### src/hw/rtl/score_map_argmax_box_decode_unit_assert.svh
// Assertion macros for the score map argmax box decode unit.
`ifndef SCORE_MAP_ARGMAX_BOX_DECODE_UNIT_ASSERT_SVH
`define SCORE_MAP_ARGMAX_BOX_DECODE_UNIT_ASSERT_SVH

`ifndef SYNTHESIS
`define SMAB_ASSERT_IMPL(label, clk, rst_n, ante, cons) \
  label: assert property (@(posedge clk) disable iff (!rst_n) (ante) |-> (cons)) \
    else $error("smab check failed");
`define SMAB_ASSERT_NEXT(label, clk, rst_n, ante, cons) \
  label: assert property (@(posedge clk) disable iff (!rst_n) (ante) |=> (cons)) \
    else $error("smab check failed");
`else
`define SMAB_ASSERT_IMPL(label, clk, rst_n, ante, cons)
`define SMAB_ASSERT_NEXT(label, clk, rst_n, ante, cons)
`endif

`endif

### src/hw/rtl/smab_pkg.sv
// Shared constants and types of the score map argmax box decode unit.
package smab_pkg;

  localparam int unsigned MAX_GRID_DEF = 64;
  localparam int unsigned FRAC_W       = 16;
  localparam int unsigned SCORE_W      = 16;
  localparam int unsigned GRID_W       = 7;
  localparam int unsigned IDX_W        = 12;
  localparam int unsigned STEP_W       = $clog2(FRAC_W);

  localparam logic [STEP_W-1:0] STEP_LAST = STEP_W'(FRAC_W - 1);
  localparam logic [GRID_W-1:0] GRID_RST  = GRID_W'(16);

  typedef enum logic [1:0] {
    ST_IDLE,
    ST_DIV,
    ST_OUT
  } state_e;

  typedef struct packed {
    logic take_cell;
    logic snap;
    logic div_step;
  } dp_cmd_t;

  typedef struct packed {
    logic last_cell;
  } dp_status_t;

endpackage

### src/hw/rtl/smab_if.sv
// Channel interfaces: cell input, box output and grid size configuration.
interface smab_cell_if;
  logic                                valid;
  logic                                ready;
  logic signed [smab_pkg::SCORE_W-1:0] cell_score;
  logic        [smab_pkg::FRAC_W-1:0]  cell_width;
  logic        [smab_pkg::FRAC_W-1:0]  cell_height;
  logic        [smab_pkg::FRAC_W-1:0]  cell_offset_x;
  logic        [smab_pkg::FRAC_W-1:0]  cell_offset_y;

  modport source (
    output valid, cell_score, cell_width, cell_height, cell_offset_x, cell_offset_y,
    input  ready
  );
  modport sink (
    input  valid, cell_score, cell_width, cell_height, cell_offset_x, cell_offset_y,
    output ready
  );
endinterface

interface smab_box_if;
  logic                                valid;
  logic                                ready;
  logic        [smab_pkg::FRAC_W-1:0]  center_x;
  logic        [smab_pkg::FRAC_W-1:0]  center_y;
  logic        [smab_pkg::FRAC_W-1:0]  box_width;
  logic        [smab_pkg::FRAC_W-1:0]  box_height;
  logic signed [smab_pkg::SCORE_W-1:0] peak_score;
  logic        [smab_pkg::IDX_W-1:0]   peak_index;

  modport source (
    output valid, center_x, center_y, box_width, box_height, peak_score, peak_index,
    input  ready
  );
  modport sink (
    input  valid, center_x, center_y, box_width, box_height, peak_score, peak_index,
    output ready
  );
endinterface

interface smab_cfg_if;
  logic                          valid;
  logic                          ready;
  logic [smab_pkg::GRID_W-1:0]   grid_size;

  modport source (
    output valid, grid_size,
    input  ready
  );
  modport sink (
    input  valid, grid_size,
    output ready
  );
endinterface

### src/hw/rtl/smab_div.sv
// Bit-serial restoring divider for one center coordinate, with saturation.
module smab_div #(
  parameter int unsigned GW = 7
) (
  input  logic                          clk_i,
  input  logic                          init_i,
  input  logic                          step_i,
  input  logic [GW-1:0]                 cell_i,
  input  logic [smab_pkg::FRAC_W-1:0]   off_i,
  input  logic [GW-1:0]                 grid_i,
  output logic [smab_pkg::FRAC_W-1:0]   quot_o
);

  logic [GW-1:0]               rem_q;
  logic [GW-1:0]               grid_q;
  logic [smab_pkg::FRAC_W-1:0] off_q;
  logic [smab_pkg::FRAC_W-1:0] quot_q;
  logic                        sat_q;
  logic [GW:0]                 rem_ext;
  logic [GW:0]                 rem_sub;
  logic                        fits;

  always_comb begin
    rem_ext = {rem_q, off_q[smab_pkg::FRAC_W-1]};
    fits    = rem_ext >= (GW+1)'(grid_q);
    rem_sub = rem_ext - (GW+1)'(grid_q);
  end

  always_ff @(posedge clk_i) begin
    if (init_i) begin
      rem_q  <= cell_i;
      grid_q <= grid_i;
      off_q  <= off_i;
      quot_q <= '0;
      sat_q  <= cell_i >= grid_i;
    end else if (step_i) begin
      rem_q  <= fits ? rem_sub[GW-1:0] : rem_ext[GW-1:0];
      off_q  <= {off_q[smab_pkg::FRAC_W-2:0], 1'b0};
      quot_q <= {quot_q[smab_pkg::FRAC_W-2:0], fits};
    end
  end

  assign quot_o = sat_q ? '1 : quot_q;

endmodule

### src/hw/rtl/smab_dp.sv
// Datapath: grid register, raster counters, running argmax, snapshot and dividers.
module smab_dp #(
  parameter int unsigned MAX_GRID = smab_pkg::MAX_GRID_DEF
) (
  input  logic                                clk_i,
  input  logic                                rst_ni,
  input  smab_pkg::dp_cmd_t                   cmd_i,
  output smab_pkg::dp_status_t                status_o,
  input  logic                                cfg_valid_i,
  input  logic        [smab_pkg::GRID_W-1:0]  cfg_grid_i,
  input  logic signed [smab_pkg::SCORE_W-1:0] cell_score_i,
  input  logic        [smab_pkg::FRAC_W-1:0]  cell_width_i,
  input  logic        [smab_pkg::FRAC_W-1:0]  cell_height_i,
  input  logic        [smab_pkg::FRAC_W-1:0]  cell_offset_x_i,
  input  logic        [smab_pkg::FRAC_W-1:0]  cell_offset_y_i,
  output logic        [smab_pkg::FRAC_W-1:0]  center_x_o,
  output logic        [smab_pkg::FRAC_W-1:0]  center_y_o,
  output logic        [smab_pkg::FRAC_W-1:0]  box_width_o,
  output logic        [smab_pkg::FRAC_W-1:0]  box_height_o,
  output logic signed [smab_pkg::SCORE_W-1:0] peak_score_o,
  output logic        [smab_pkg::IDX_W-1:0]   peak_index_o
);

  localparam int unsigned CW   = $clog2(MAX_GRID);
  localparam int unsigned GW   = $clog2(MAX_GRID + 1);
  localparam int unsigned CMPW = (GW > smab_pkg::GRID_W) ? GW : smab_pkg::GRID_W;
  localparam int unsigned IDXW = CW + GW;

  logic [smab_pkg::GRID_W-1:0] grid_q;
  logic [GW-1:0]               g_eff;

  logic [CW-1:0] row_q;
  logic [CW-1:0] col_q;
  logic          have_first_q;
  logic          col_end;
  logic          row_end;
  logic          take;

  logic signed [smab_pkg::SCORE_W-1:0] best_score_q;
  logic [CW-1:0]                       best_row_q;
  logic [CW-1:0]                       best_col_q;
  logic [smab_pkg::FRAC_W-1:0]         best_w_q;
  logic [smab_pkg::FRAC_W-1:0]         best_h_q;
  logic [smab_pkg::FRAC_W-1:0]         best_offx_q;
  logic [smab_pkg::FRAC_W-1:0]         best_offy_q;

  logic signed [smab_pkg::SCORE_W-1:0] sel_score;
  logic [CW-1:0]                       sel_row;
  logic [CW-1:0]                       sel_col;
  logic [smab_pkg::FRAC_W-1:0]         sel_w;
  logic [smab_pkg::FRAC_W-1:0]         sel_h;
  logic [smab_pkg::FRAC_W-1:0]         sel_offx;
  logic [smab_pkg::FRAC_W-1:0]         sel_offy;

  logic signed [smab_pkg::SCORE_W-1:0] sn_score_q;
  logic [CW-1:0]                       sn_row_q;
  logic [CW-1:0]                       sn_col_q;
  logic [GW-1:0]                       sn_g_q;
  logic [smab_pkg::FRAC_W-1:0]         sn_w_q;
  logic [smab_pkg::FRAC_W-1:0]         sn_h_q;
  logic [smab_pkg::IDX_W-1:0]          idx_q;

  logic [IDXW-1:0]                     idx_full;
  logic [IDXW+smab_pkg::IDX_W-1:0]     idx_wide;

  always_ff @(posedge clk_i or negedge rst_ni) begin
    if (!rst_ni) begin
      grid_q <= smab_pkg::GRID_RST;
    end else if (cfg_valid_i) begin
      grid_q <= cfg_grid_i;
    end
  end

  always_comb begin
    if (grid_q == '0) begin
      g_eff = GW'(1);
    end else if (CMPW'(grid_q) > CMPW'(MAX_GRID)) begin
      g_eff = GW'(MAX_GRID);
    end else begin
      g_eff = GW'(grid_q);
    end
  end

  always_comb begin
    col_end   = ((GW+1)'(col_q) + (GW+1)'(1)) >= (GW+1)'(g_eff);
    row_end   = ((GW+1)'(row_q) + (GW+1)'(1)) >= (GW+1)'(g_eff);
    take      = !have_first_q || (cell_score_i > best_score_q);
    sel_score = take ? cell_score_i    : best_score_q;
    sel_row   = take ? row_q           : best_row_q;
    sel_col   = take ? col_q           : best_col_q;
    sel_w     = take ? cell_width_i    : best_w_q;
    sel_h     = take ? cell_height_i   : best_h_q;
    sel_offx  = take ? cell_offset_x_i : best_offx_q;
    sel_offy  = take ? cell_offset_y_i : best_offy_q;
  end

  assign status_o.last_cell = col_end && row_end;

  always_ff @(posedge clk_i or negedge rst_ni) begin
    if (!rst_ni) begin
      row_q        <= '0;
      col_q        <= '0;
      have_first_q <= 1'b0;
    end else if (cmd_i.take_cell) begin
      if (cmd_i.snap) begin
        row_q        <= '0;
        col_q        <= '0;
        have_first_q <= 1'b0;
      end else begin
        have_first_q <= 1'b1;
        if (col_end) begin
          col_q <= '0;
          row_q <= row_q + CW'(1);
        end else begin
          col_q <= col_q + CW'(1);
        end
      end
    end
  end

  always_ff @(posedge clk_i) begin
    if (cmd_i.take_cell && take) begin
      best_score_q <= cell_score_i;
      best_row_q   <= row_q;
      best_col_q   <= col_q;
      best_w_q     <= cell_width_i;
      best_h_q     <= cell_height_i;
      best_offx_q  <= cell_offset_x_i;
      best_offy_q  <= cell_offset_y_i;
    end
    if (cmd_i.snap) begin
      sn_score_q <= sel_score;
      sn_row_q   <= sel_row;
      sn_col_q   <= sel_col;
      sn_g_q     <= g_eff;
      sn_w_q     <= sel_w;
      sn_h_q     <= sel_h;
    end
    if (cmd_i.div_step) begin
      idx_q <= idx_wide[smab_pkg::IDX_W-1:0];
    end
  end

  always_comb begin
    idx_full = IDXW'(sn_row_q) * IDXW'(sn_g_q) + IDXW'(sn_col_q);
    idx_wide = (IDXW+smab_pkg::IDX_W)'(idx_full);
  end

  smab_div #(
    .GW (GW)
  ) u_div_x (
    .clk_i  (clk_i),
    .init_i (cmd_i.snap),
    .step_i (cmd_i.div_step),
    .cell_i (GW'(sel_col)),
    .off_i  (sel_offx),
    .grid_i (g_eff),
    .quot_o (center_x_o)
  );

  smab_div #(
    .GW (GW)
  ) u_div_y (
    .clk_i  (clk_i),
    .init_i (cmd_i.snap),
    .step_i (cmd_i.div_step),
    .cell_i (GW'(sel_row)),
    .off_i  (sel_offy),
    .grid_i (g_eff),
    .quot_o (center_y_o)
  );

  assign box_width_o  = sn_w_q;
  assign box_height_o = sn_h_q;
  assign peak_score_o = sn_score_q;
  assign peak_index_o = idx_q;

endmodule

### src/hw/rtl/smab_ctrl.sv
// Controller: cell acceptance, divide sequencing and result handshake.
module smab_ctrl (
  input  logic                 clk_i,
  input  logic                 rst_ni,
  input  logic                 in_valid_i,
  output logic                 in_ready_o,
  output logic                 out_valid_o,
  input  logic                 out_ready_i,
  input  smab_pkg::dp_status_t status_i,
  output smab_pkg::dp_cmd_t    cmd_o
);

  smab_pkg::state_e             state_q;
  smab_pkg::state_e             state_d;
  logic [smab_pkg::STEP_W-1:0]  step_q;
  logic [smab_pkg::STEP_W-1:0]  step_d;

  always_comb begin
    in_ready_o      = !status_i.last_cell || (state_q == smab_pkg::ST_IDLE);
    cmd_o.take_cell = in_valid_i && in_ready_o;
    cmd_o.snap      = cmd_o.take_cell && status_i.last_cell;
    cmd_o.div_step  = state_q == smab_pkg::ST_DIV;
    out_valid_o     = state_q == smab_pkg::ST_OUT;
  end

  always_comb begin
    state_d = state_q;
    step_d  = '0;
    case (state_q)
      smab_pkg::ST_IDLE: begin
        if (cmd_o.snap) begin
          state_d = smab_pkg::ST_DIV;
        end
      end
      smab_pkg::ST_DIV: begin
        step_d = step_q + smab_pkg::STEP_W'(1);
        if (step_q == smab_pkg::STEP_LAST) begin
          state_d = smab_pkg::ST_OUT;
        end
      end
      smab_pkg::ST_OUT: begin
        if (out_ready_i) begin
          state_d = smab_pkg::ST_IDLE;
        end
      end
      default: begin
        state_d = smab_pkg::ST_IDLE;
      end
    endcase
  end

  always_ff @(posedge clk_i or negedge rst_ni) begin
    if (!rst_ni) begin
      state_q <= smab_pkg::ST_IDLE;
      step_q  <= '0;
    end else begin
      state_q <= state_d;
      step_q  <= step_d;
    end
  end

endmodule

### src/hw/rtl/score_map_argmax_box_decode_unit.sv
// Top level of the score map argmax box decode unit.
//
//   channel  dir  what one beat carries
//   cell_i   in   one map cell: score, width, height, x and y offsets
//   box_o    out  one decoded box per map: centers, sizes, peak score and index
//   cfg_i    in   grid size register write (always ready)
//
// A cell that does not close a map is never held off, also while a box waits.
// The closing cell is taken only when no box is in flight; the centers then pass
// through the bit-serial divider before the box beat is offered.
// Reset sets grid size 16 and starts an empty map; there is no clearing pass.
// A stalled box beat holds the closing cell of the next map at the input.
`include "score_map_argmax_box_decode_unit_assert.svh"

module score_map_argmax_box_decode_unit #(
  parameter int unsigned MAX_GRID = smab_pkg::MAX_GRID_DEF
) (
  input  logic        clk_i,
  input  logic        rst_ni,
  smab_cell_if.sink   cell_i,
  smab_box_if.source  box_o,
  smab_cfg_if.sink    cfg_i
);

  smab_pkg::dp_cmd_t    cmd;
  smab_pkg::dp_status_t status;

  assign cfg_i.ready = 1'b1;

  smab_ctrl u_ctrl (
    .clk_i       (clk_i),
    .rst_ni      (rst_ni),
    .in_valid_i  (cell_i.valid),
    .in_ready_o  (cell_i.ready),
    .out_valid_o (box_o.valid),
    .out_ready_i (box_o.ready),
    .status_i    (status),
    .cmd_o       (cmd)
  );

  smab_dp #(
    .MAX_GRID (MAX_GRID)
  ) u_dp (
    .clk_i           (clk_i),
    .rst_ni          (rst_ni),
    .cmd_i           (cmd),
    .status_o        (status),
    .cfg_valid_i     (cfg_i.valid),
    .cfg_grid_i      (cfg_i.grid_size),
    .cell_score_i    (cell_i.cell_score),
    .cell_width_i    (cell_i.cell_width),
    .cell_height_i   (cell_i.cell_height),
    .cell_offset_x_i (cell_i.cell_offset_x),
    .cell_offset_y_i (cell_i.cell_offset_y),
    .center_x_o      (box_o.center_x),
    .center_y_o      (box_o.center_y),
    .box_width_o     (box_o.box_width),
    .box_height_o    (box_o.box_height),
    .peak_score_o    (box_o.peak_score),
    .peak_index_o    (box_o.peak_index)
  );

  `SMAB_ASSERT_NEXT(a_snap_no_box, clk_i, rst_ni, cmd.snap, !box_o.valid)
  `SMAB_ASSERT_NEXT(a_box_drop, clk_i, rst_ni, box_o.valid && box_o.ready, !box_o.valid)
  `SMAB_ASSERT_IMPL(a_last_held, clk_i, rst_ni, status.last_cell && box_o.valid, !cell_i.ready)

endmodule

### src/flat_wrapper.sv
// flat-port wrapper written by rule: the top's interface ports become plain ports
module score_map_argmax_box_decode_unit_flat 
#(
  parameter int unsigned MAX_GRID = smab_pkg::MAX_GRID_DEF
)
  (clk_i, rst_ni, cell_i_valid, cell_i_cell_score, cell_i_cell_width, cell_i_cell_height, cell_i_cell_offset_x, cell_i_cell_offset_y, cell_i_ready, box_o_valid, box_o_center_x, box_o_center_y, box_o_box_width, box_o_box_height, box_o_peak_score, box_o_peak_index, box_o_ready, cfg_i_valid, cfg_i_grid_size, cfg_i_ready);
  smab_cell_if cell_i_i ();
  smab_box_if box_o_i ();
  smab_cfg_if cfg_i_i ();
  input  logic clk_i;
  input  logic rst_ni;
  input wire logic [$bits(cell_i_i.valid)-1:0] cell_i_valid;
  input wire logic [$bits(cell_i_i.cell_score)-1:0] cell_i_cell_score;
  input wire logic [$bits(cell_i_i.cell_width)-1:0] cell_i_cell_width;
  input wire logic [$bits(cell_i_i.cell_height)-1:0] cell_i_cell_height;
  input wire logic [$bits(cell_i_i.cell_offset_x)-1:0] cell_i_cell_offset_x;
  input wire logic [$bits(cell_i_i.cell_offset_y)-1:0] cell_i_cell_offset_y;
  output wire logic [$bits(cell_i_i.ready)-1:0] cell_i_ready;
  output wire logic [$bits(box_o_i.valid)-1:0] box_o_valid;
  output wire logic [$bits(box_o_i.center_x)-1:0] box_o_center_x;
  output wire logic [$bits(box_o_i.center_y)-1:0] box_o_center_y;
  output wire logic [$bits(box_o_i.box_width)-1:0] box_o_box_width;
  output wire logic [$bits(box_o_i.box_height)-1:0] box_o_box_height;
  output wire logic [$bits(box_o_i.peak_score)-1:0] box_o_peak_score;
  output wire logic [$bits(box_o_i.peak_index)-1:0] box_o_peak_index;
  input wire logic [$bits(box_o_i.ready)-1:0] box_o_ready;
  input wire logic [$bits(cfg_i_i.valid)-1:0] cfg_i_valid;
  input wire logic [$bits(cfg_i_i.grid_size)-1:0] cfg_i_grid_size;
  output wire logic [$bits(cfg_i_i.ready)-1:0] cfg_i_ready;
  assign cell_i_i.valid = cell_i_valid;
  assign cell_i_i.cell_score = cell_i_cell_score;
  assign cell_i_i.cell_width = cell_i_cell_width;
  assign cell_i_i.cell_height = cell_i_cell_height;
  assign cell_i_i.cell_offset_x = cell_i_cell_offset_x;
  assign cell_i_i.cell_offset_y = cell_i_cell_offset_y;
  assign cell_i_ready = cell_i_i.ready;
  assign box_o_valid = box_o_i.valid;
  assign box_o_center_x = box_o_i.center_x;
  assign box_o_center_y = box_o_i.center_y;
  assign box_o_box_width = box_o_i.box_width;
  assign box_o_box_height = box_o_i.box_height;
  assign box_o_peak_score = box_o_i.peak_score;
  assign box_o_peak_index = box_o_i.peak_index;
  assign box_o_i.ready = box_o_ready;
  assign cfg_i_i.valid = cfg_i_valid;
  assign cfg_i_i.grid_size = cfg_i_grid_size;
  assign cfg_i_ready = cfg_i_i.ready;
  score_map_argmax_box_decode_unit #(.MAX_GRID(MAX_GRID)) u_core (.clk_i(clk_i), .rst_ni(rst_ni), .cell_i(cell_i_i), .box_o(box_o_i), .cfg_i(cfg_i_i));
endmodule
### config.mk
export PLATFORM = sky130hd
export DESIGN_NAME = score_map_argmax_box_decode_unit_flat
export DESIGN_NICKNAME = d
export VERILOG_FILES = /design/src/hw/rtl/smab_pkg.sv /design/src/hw/rtl/smab_if.sv /design/src/hw/rtl/smab_div.sv /design/src/hw/rtl/smab_dp.sv /design/src/hw/rtl/smab_ctrl.sv /design/src/hw/rtl/score_map_argmax_box_decode_unit.sv /design/src/flat_wrapper.sv
export VERILOG_INCLUDE_DIRS = /design/src /design/src/hw/rtl
export SDC_FILE = /design/constraint.sdc
export NUM_CORES = 1
export LEC_CHECK = 0
export BUFFER_PORTS_ARGS = -buffer_cell sky130_fd_sc_hd__buf_2
export CAP_MARGIN = 30
export CORE_MARGIN = 2
export CORE_UTILIZATION = 55
export DETAILED_ROUTE_END_ITERATION = 10
export GPL_ROUTABILITY_DRIVEN = 0
export PLACE_DENSITY = 0.82
export SLEW_MARGIN = 20
export SYNTH_ARGS = -nofsm -noshare
export SYNTH_HDL_FRONTEND = slang
export SYNTH_SLANG_ARGS = --single-unit
### constraint.sdc
create_clock -name clk_i -period 18.9 [get_ports clk_i]
set_input_delay 2.835 -clock clk_i [delete_from_list [all_inputs] [get_ports clk_i]]
set_output_delay 2.835 -clock clk_i [all_outputs]
set_load 0.02 [all_outputs]
==> results.toml <==
[min_path]
hp-class = "register to register"
min_from = "u_core.u_dp.u_div_y.quot_q[15]"

[power_and_ir_drop]
internal_power_uw = 1390
p_switching_uw = 614
power.share.clock_pct = 28.7
power_uw = 2010
peakVddDrop_mv = 0.0955
combPwrFrac_pct = 28.5
seq_power_share_pct = 42.9
pwr_density_cell_mw_per_mm2 = 125
leakage_uw = 0.00679
switching_share_pct = 30.6

[worst_setup_path]
path_cells = "buf_2 -> ha_1 -> a21oi_1 -> o21ai_1 -> a221o_1 -> o311a_1 -> nor3_4 -> buf_4 -> mux2i_1 -> ha_1 -> nand2b_1 -> a21o_1 -> a21o_1 -> a21o_1 -> a21o_1 -> a21oi_1 -> nor2_1"
timing.rr.end = "u_core.u_dp.peak_index_o[11]"
reg2reg_slack_ps = 14230
worstReg2RegStart = "u_core.u_dp.sn_row_q[2]"
cp_max_fo = 43
cp-end-kind = "register"
slowest_delay_ps = 610
crit_arrival_ps = 6660
crit_type = "input port to register"
crit_top_cell = "a21o_1"
crit_end = "u_core.u_dp.u_div_x.sat_q"
slowest_stage = "buf_4"
cp.required_ps = 19200
crit_cells = 17
ff2ff_path_depth = 15
critPathLaunch = "cell_i_cell_score[5]"
critical_path.startpoint_type = "input port"
critPathTopFamily = "compound AO/OA/AOI/OAI gates"
path_buf_inv = 2

[placement]
port_buffers = 185
dpl_cell_area_mm2 = 0.0151
place_inst = 1589
hpwlAfterDp_mm = 19.1

[yosys]
synth_nets = 1309
ys_warn_count = 0
synth_area_mm2 = 0.0139
synth_seq_cells = 277
yosys_most_used_dff = "edfxtp_1"
yosysSeqAreaShare_pct = 56.5
synth_area_leader_cell = "edfxtp_1"
synth_commonest_cells = "edfxtp_1 (217), nand2_1 (103), ha_1 (89)"
synthTopCellsByArea = "edfxtp_1 (47%), ha_1 (8.0%), dfxtp_1 (4.9%)"
avgSynthCellArea_um2 = 12.6
async_reset_ff_share_pct = 9.39
synth.top_cell.area_share_pct = 46.9
synth-edff-count = 217
synth_most_common_cell = "edfxtp_1"
synth.distinct_cells = 57
syn_inst = 1103

[floorplan]
core-area_mm2 = 0.0250
die_h_um = 163
initial_core_util_pct = 55.7
die_w_um = 163
die-area_mm2 = 0.0266
io_pins = 187
std_cell_rows = 58

[routing]
route.detailed.drc = 0
detail_route.wl_per_cell_um = 16.8
drt-initial-drc-count = 669
post_drt_via_cell_ratio = 5.46
num_vias = 8984
wl_mm = 27.6
drtAntennaViolNets = 0
drt_pre_antenna_iters = 5

[sta]
relSlewSlack_pct = 49.1
timing.fmax_ghz = 0.157
period_needed_ps = 6360
final_hold_viol_count = 0
finalCritPeriodShare_pct = 33.7
fin_hold_ws_ps = 457
skew_ps = 12.2
rsz0062_at_grt = "no"
worst_pin_slew_ps = 764
slew_violations = 0
setup_viol = 0
fin_setup_tns_ps = 0

[clocking]
htree_num_levels = 1
clock_latency_ps = 550
postCtsSetupBuffers = 0
clk_path_buf_depth = 3
cts_made_buffers = 29
cts_tree = "yes"
clockRootBuffer = "clkbuf_16"
holdBufCountCts = 0
post_cts_resized = 0
clkTransAtPathRegs_ps = 70
cts.sinks = 277

[finish]
syn2layout_area_growth_pct = 16.0
fin_nets = 1499
diodes = 0
fin_area_mm2 = 0.0161
fin_cells = 1646
drive_above_1_share_pct = 24.2

[outcome]
outcome = "finished, final reports clean"

[run]
maxCapViolations = 0

[global_route]
track_usage_pct = 20.9
grt_pass1_vias = 9125
grt_overflow_total = 0
grt_max_degree = 62
antenna_found_initial = 2
grt_pass1_wl_mm = 44.9
[metrics by stage]
| step | setup slack (ps) | utilization (%) |
|---|---|---|
| 6_report | 12540 | 64.6 |
| 5_1_grt | 12190 | 64.6 |
| 4_1_cts | 12550 | 64.5 |
| 3_5_place_dp | 11980 | 60.6 |
| 3_3_place_gp | 12100 | 60.5 |
| 2_1_floorplan | 10070 | - |
[power groups by stage]
stage / Sequential, µW / Combinational (µW) / Clock [µW]
after floorplan: 871 / 428 / 0
final: 861 / 572 / 576
after CTS: 860 / 574 / 587
after global routing: 873 / 643 / 609
after global placement: 869 / 545 / 0
after detailed placement: 872 / 568 / 0
[logic make-up (layout without fill, tap and decap cells)]
| group | after synthesis | count (layout) | share of synthesized area, % |
|---|---|---|---|
| AO/OA/AOI/OAI | 190 | 190 | 8.01 |
| buffers and inverters | 113 | 326 | 3.53 |
| flip-flops | 277 | 277 | 56.5 |
| multiplexers | 118 | 118 | 9.37 |
| AND/OR/NAND/NOR | 264 | 264 | 9.35 |
| XOR/XNOR | 26 | 26 | 1.64 |
| adder cells (fa/ha/maj) | 114 | 114 | 11.6 |
| other | 1 | 1 | 0.0270 |
[placed cells by master (no fill, tap or decap), types with 20 or more instances in the layout]
cell | synthesis | routed
a21oi_1 | 54 | 54
and2_1 | 33 | 33
buf_2 | 2 | 186
clkbuf_16 | 0 | 29
dfrtp_1 | 25 | 25
dfxtp_1 | 34 | 34
edfxtp_1 | 217 | 217
fa_1 | 25 | 25
ha_1 | 89 | 89
inv_1 | 73 | 73
mux2_1 | 46 | 46
mux2_2 | 27 | 27
mux2i_1 | 39 | 39
nand2_1 | 103 | 102
nor2_1 | 35 | 34
o21ai_0 | 52 | 52
o21ai_1 | 33 | 33
or2_2 | 35 | 35
xnor2_1 | 20 | 20
[area by class of cell]
class	instances	area (µm²)
multi-input combinational	713	5570
inverter	74	280
tap	330	413
clock inverter	17	199
fill	1852	8840
sequential	277	7850
clock buffer	37	776
timing repair buffer	198	1040
[worst min-delay path by stage]
stage,cells after the start,to
final,2,u_core.u_dp.u_div_y.quot_q[15]
after global routing,1,u_core.u_ctrl.step_q[0]
after CTS,2,u_core.u_dp.u_div_y.quot_q[15]
after detailed placement,2,u_core.u_dp.u_div_y.quot_q[15]
after global placement,2,u_core.u_dp.u_div_y.quot_q[15]
after floorplan,2,u_core.u_dp.u_div_x.quot_q[15]
[registers in the layout, summed over array words and instances (netlist names), 7 cells and up]
register / cells
u_core.u_dp.best_h_q: 16
u_core.u_dp.best_offx_q: 16
u_core.u_dp.best_offy_q: 16
u_core.u_dp.best_score_q: 16
u_core.u_dp.best_w_q: 16
u_core.u_dp.box_height_o: 16
u_core.u_dp.box_width_o: 16
u_core.u_dp.grid_q: 7
u_core.u_dp.peak_index_o: 12
u_core.u_dp.peak_score_o: 16
u_core.u_dp.u_div_x.grid_q: 7
u_core.u_dp.u_div_x.off_q: 16
u_core.u_dp.u_div_x.quot_q: 16
u_core.u_dp.u_div_x.rem_q: 7
u_core.u_dp.u_div_y.off_q: 16
u_core.u_dp.u_div_y.quot_q: 16
u_core.u_dp.u_div_y.rem_q: 7
[metal layers]
layer | GRT usage [%] | up-vias | wire, µm | share of wire (%)
met2 | 35.6 | 262 | 13600 | 49
li1 | - | 4335 | - | -
met3 | 5.14 | 56 | 1800 | 6.5
met4 | 5.87 | 4 | 701 | 2.5
met1 | 26.6 | 4327 | 11500 | 42
met5 | 0 | - | 14 | 0.051
[worst reg2reg max path, stage by stage, from the launching register on]
cell      delay (ps)
edfxtp_1         490
and2_1           230
fa_1             530
inv_1             50
fa_1             470
inv_1             50
fa_1             520
inv_1             50
fa_1             490
inv_1             40
ha_1             320
nor2b_1          140
o21a_1           190
o41ai_1          450
o21ai_0          220
xnor2_1          160
(Power assumes the default switching activity.)
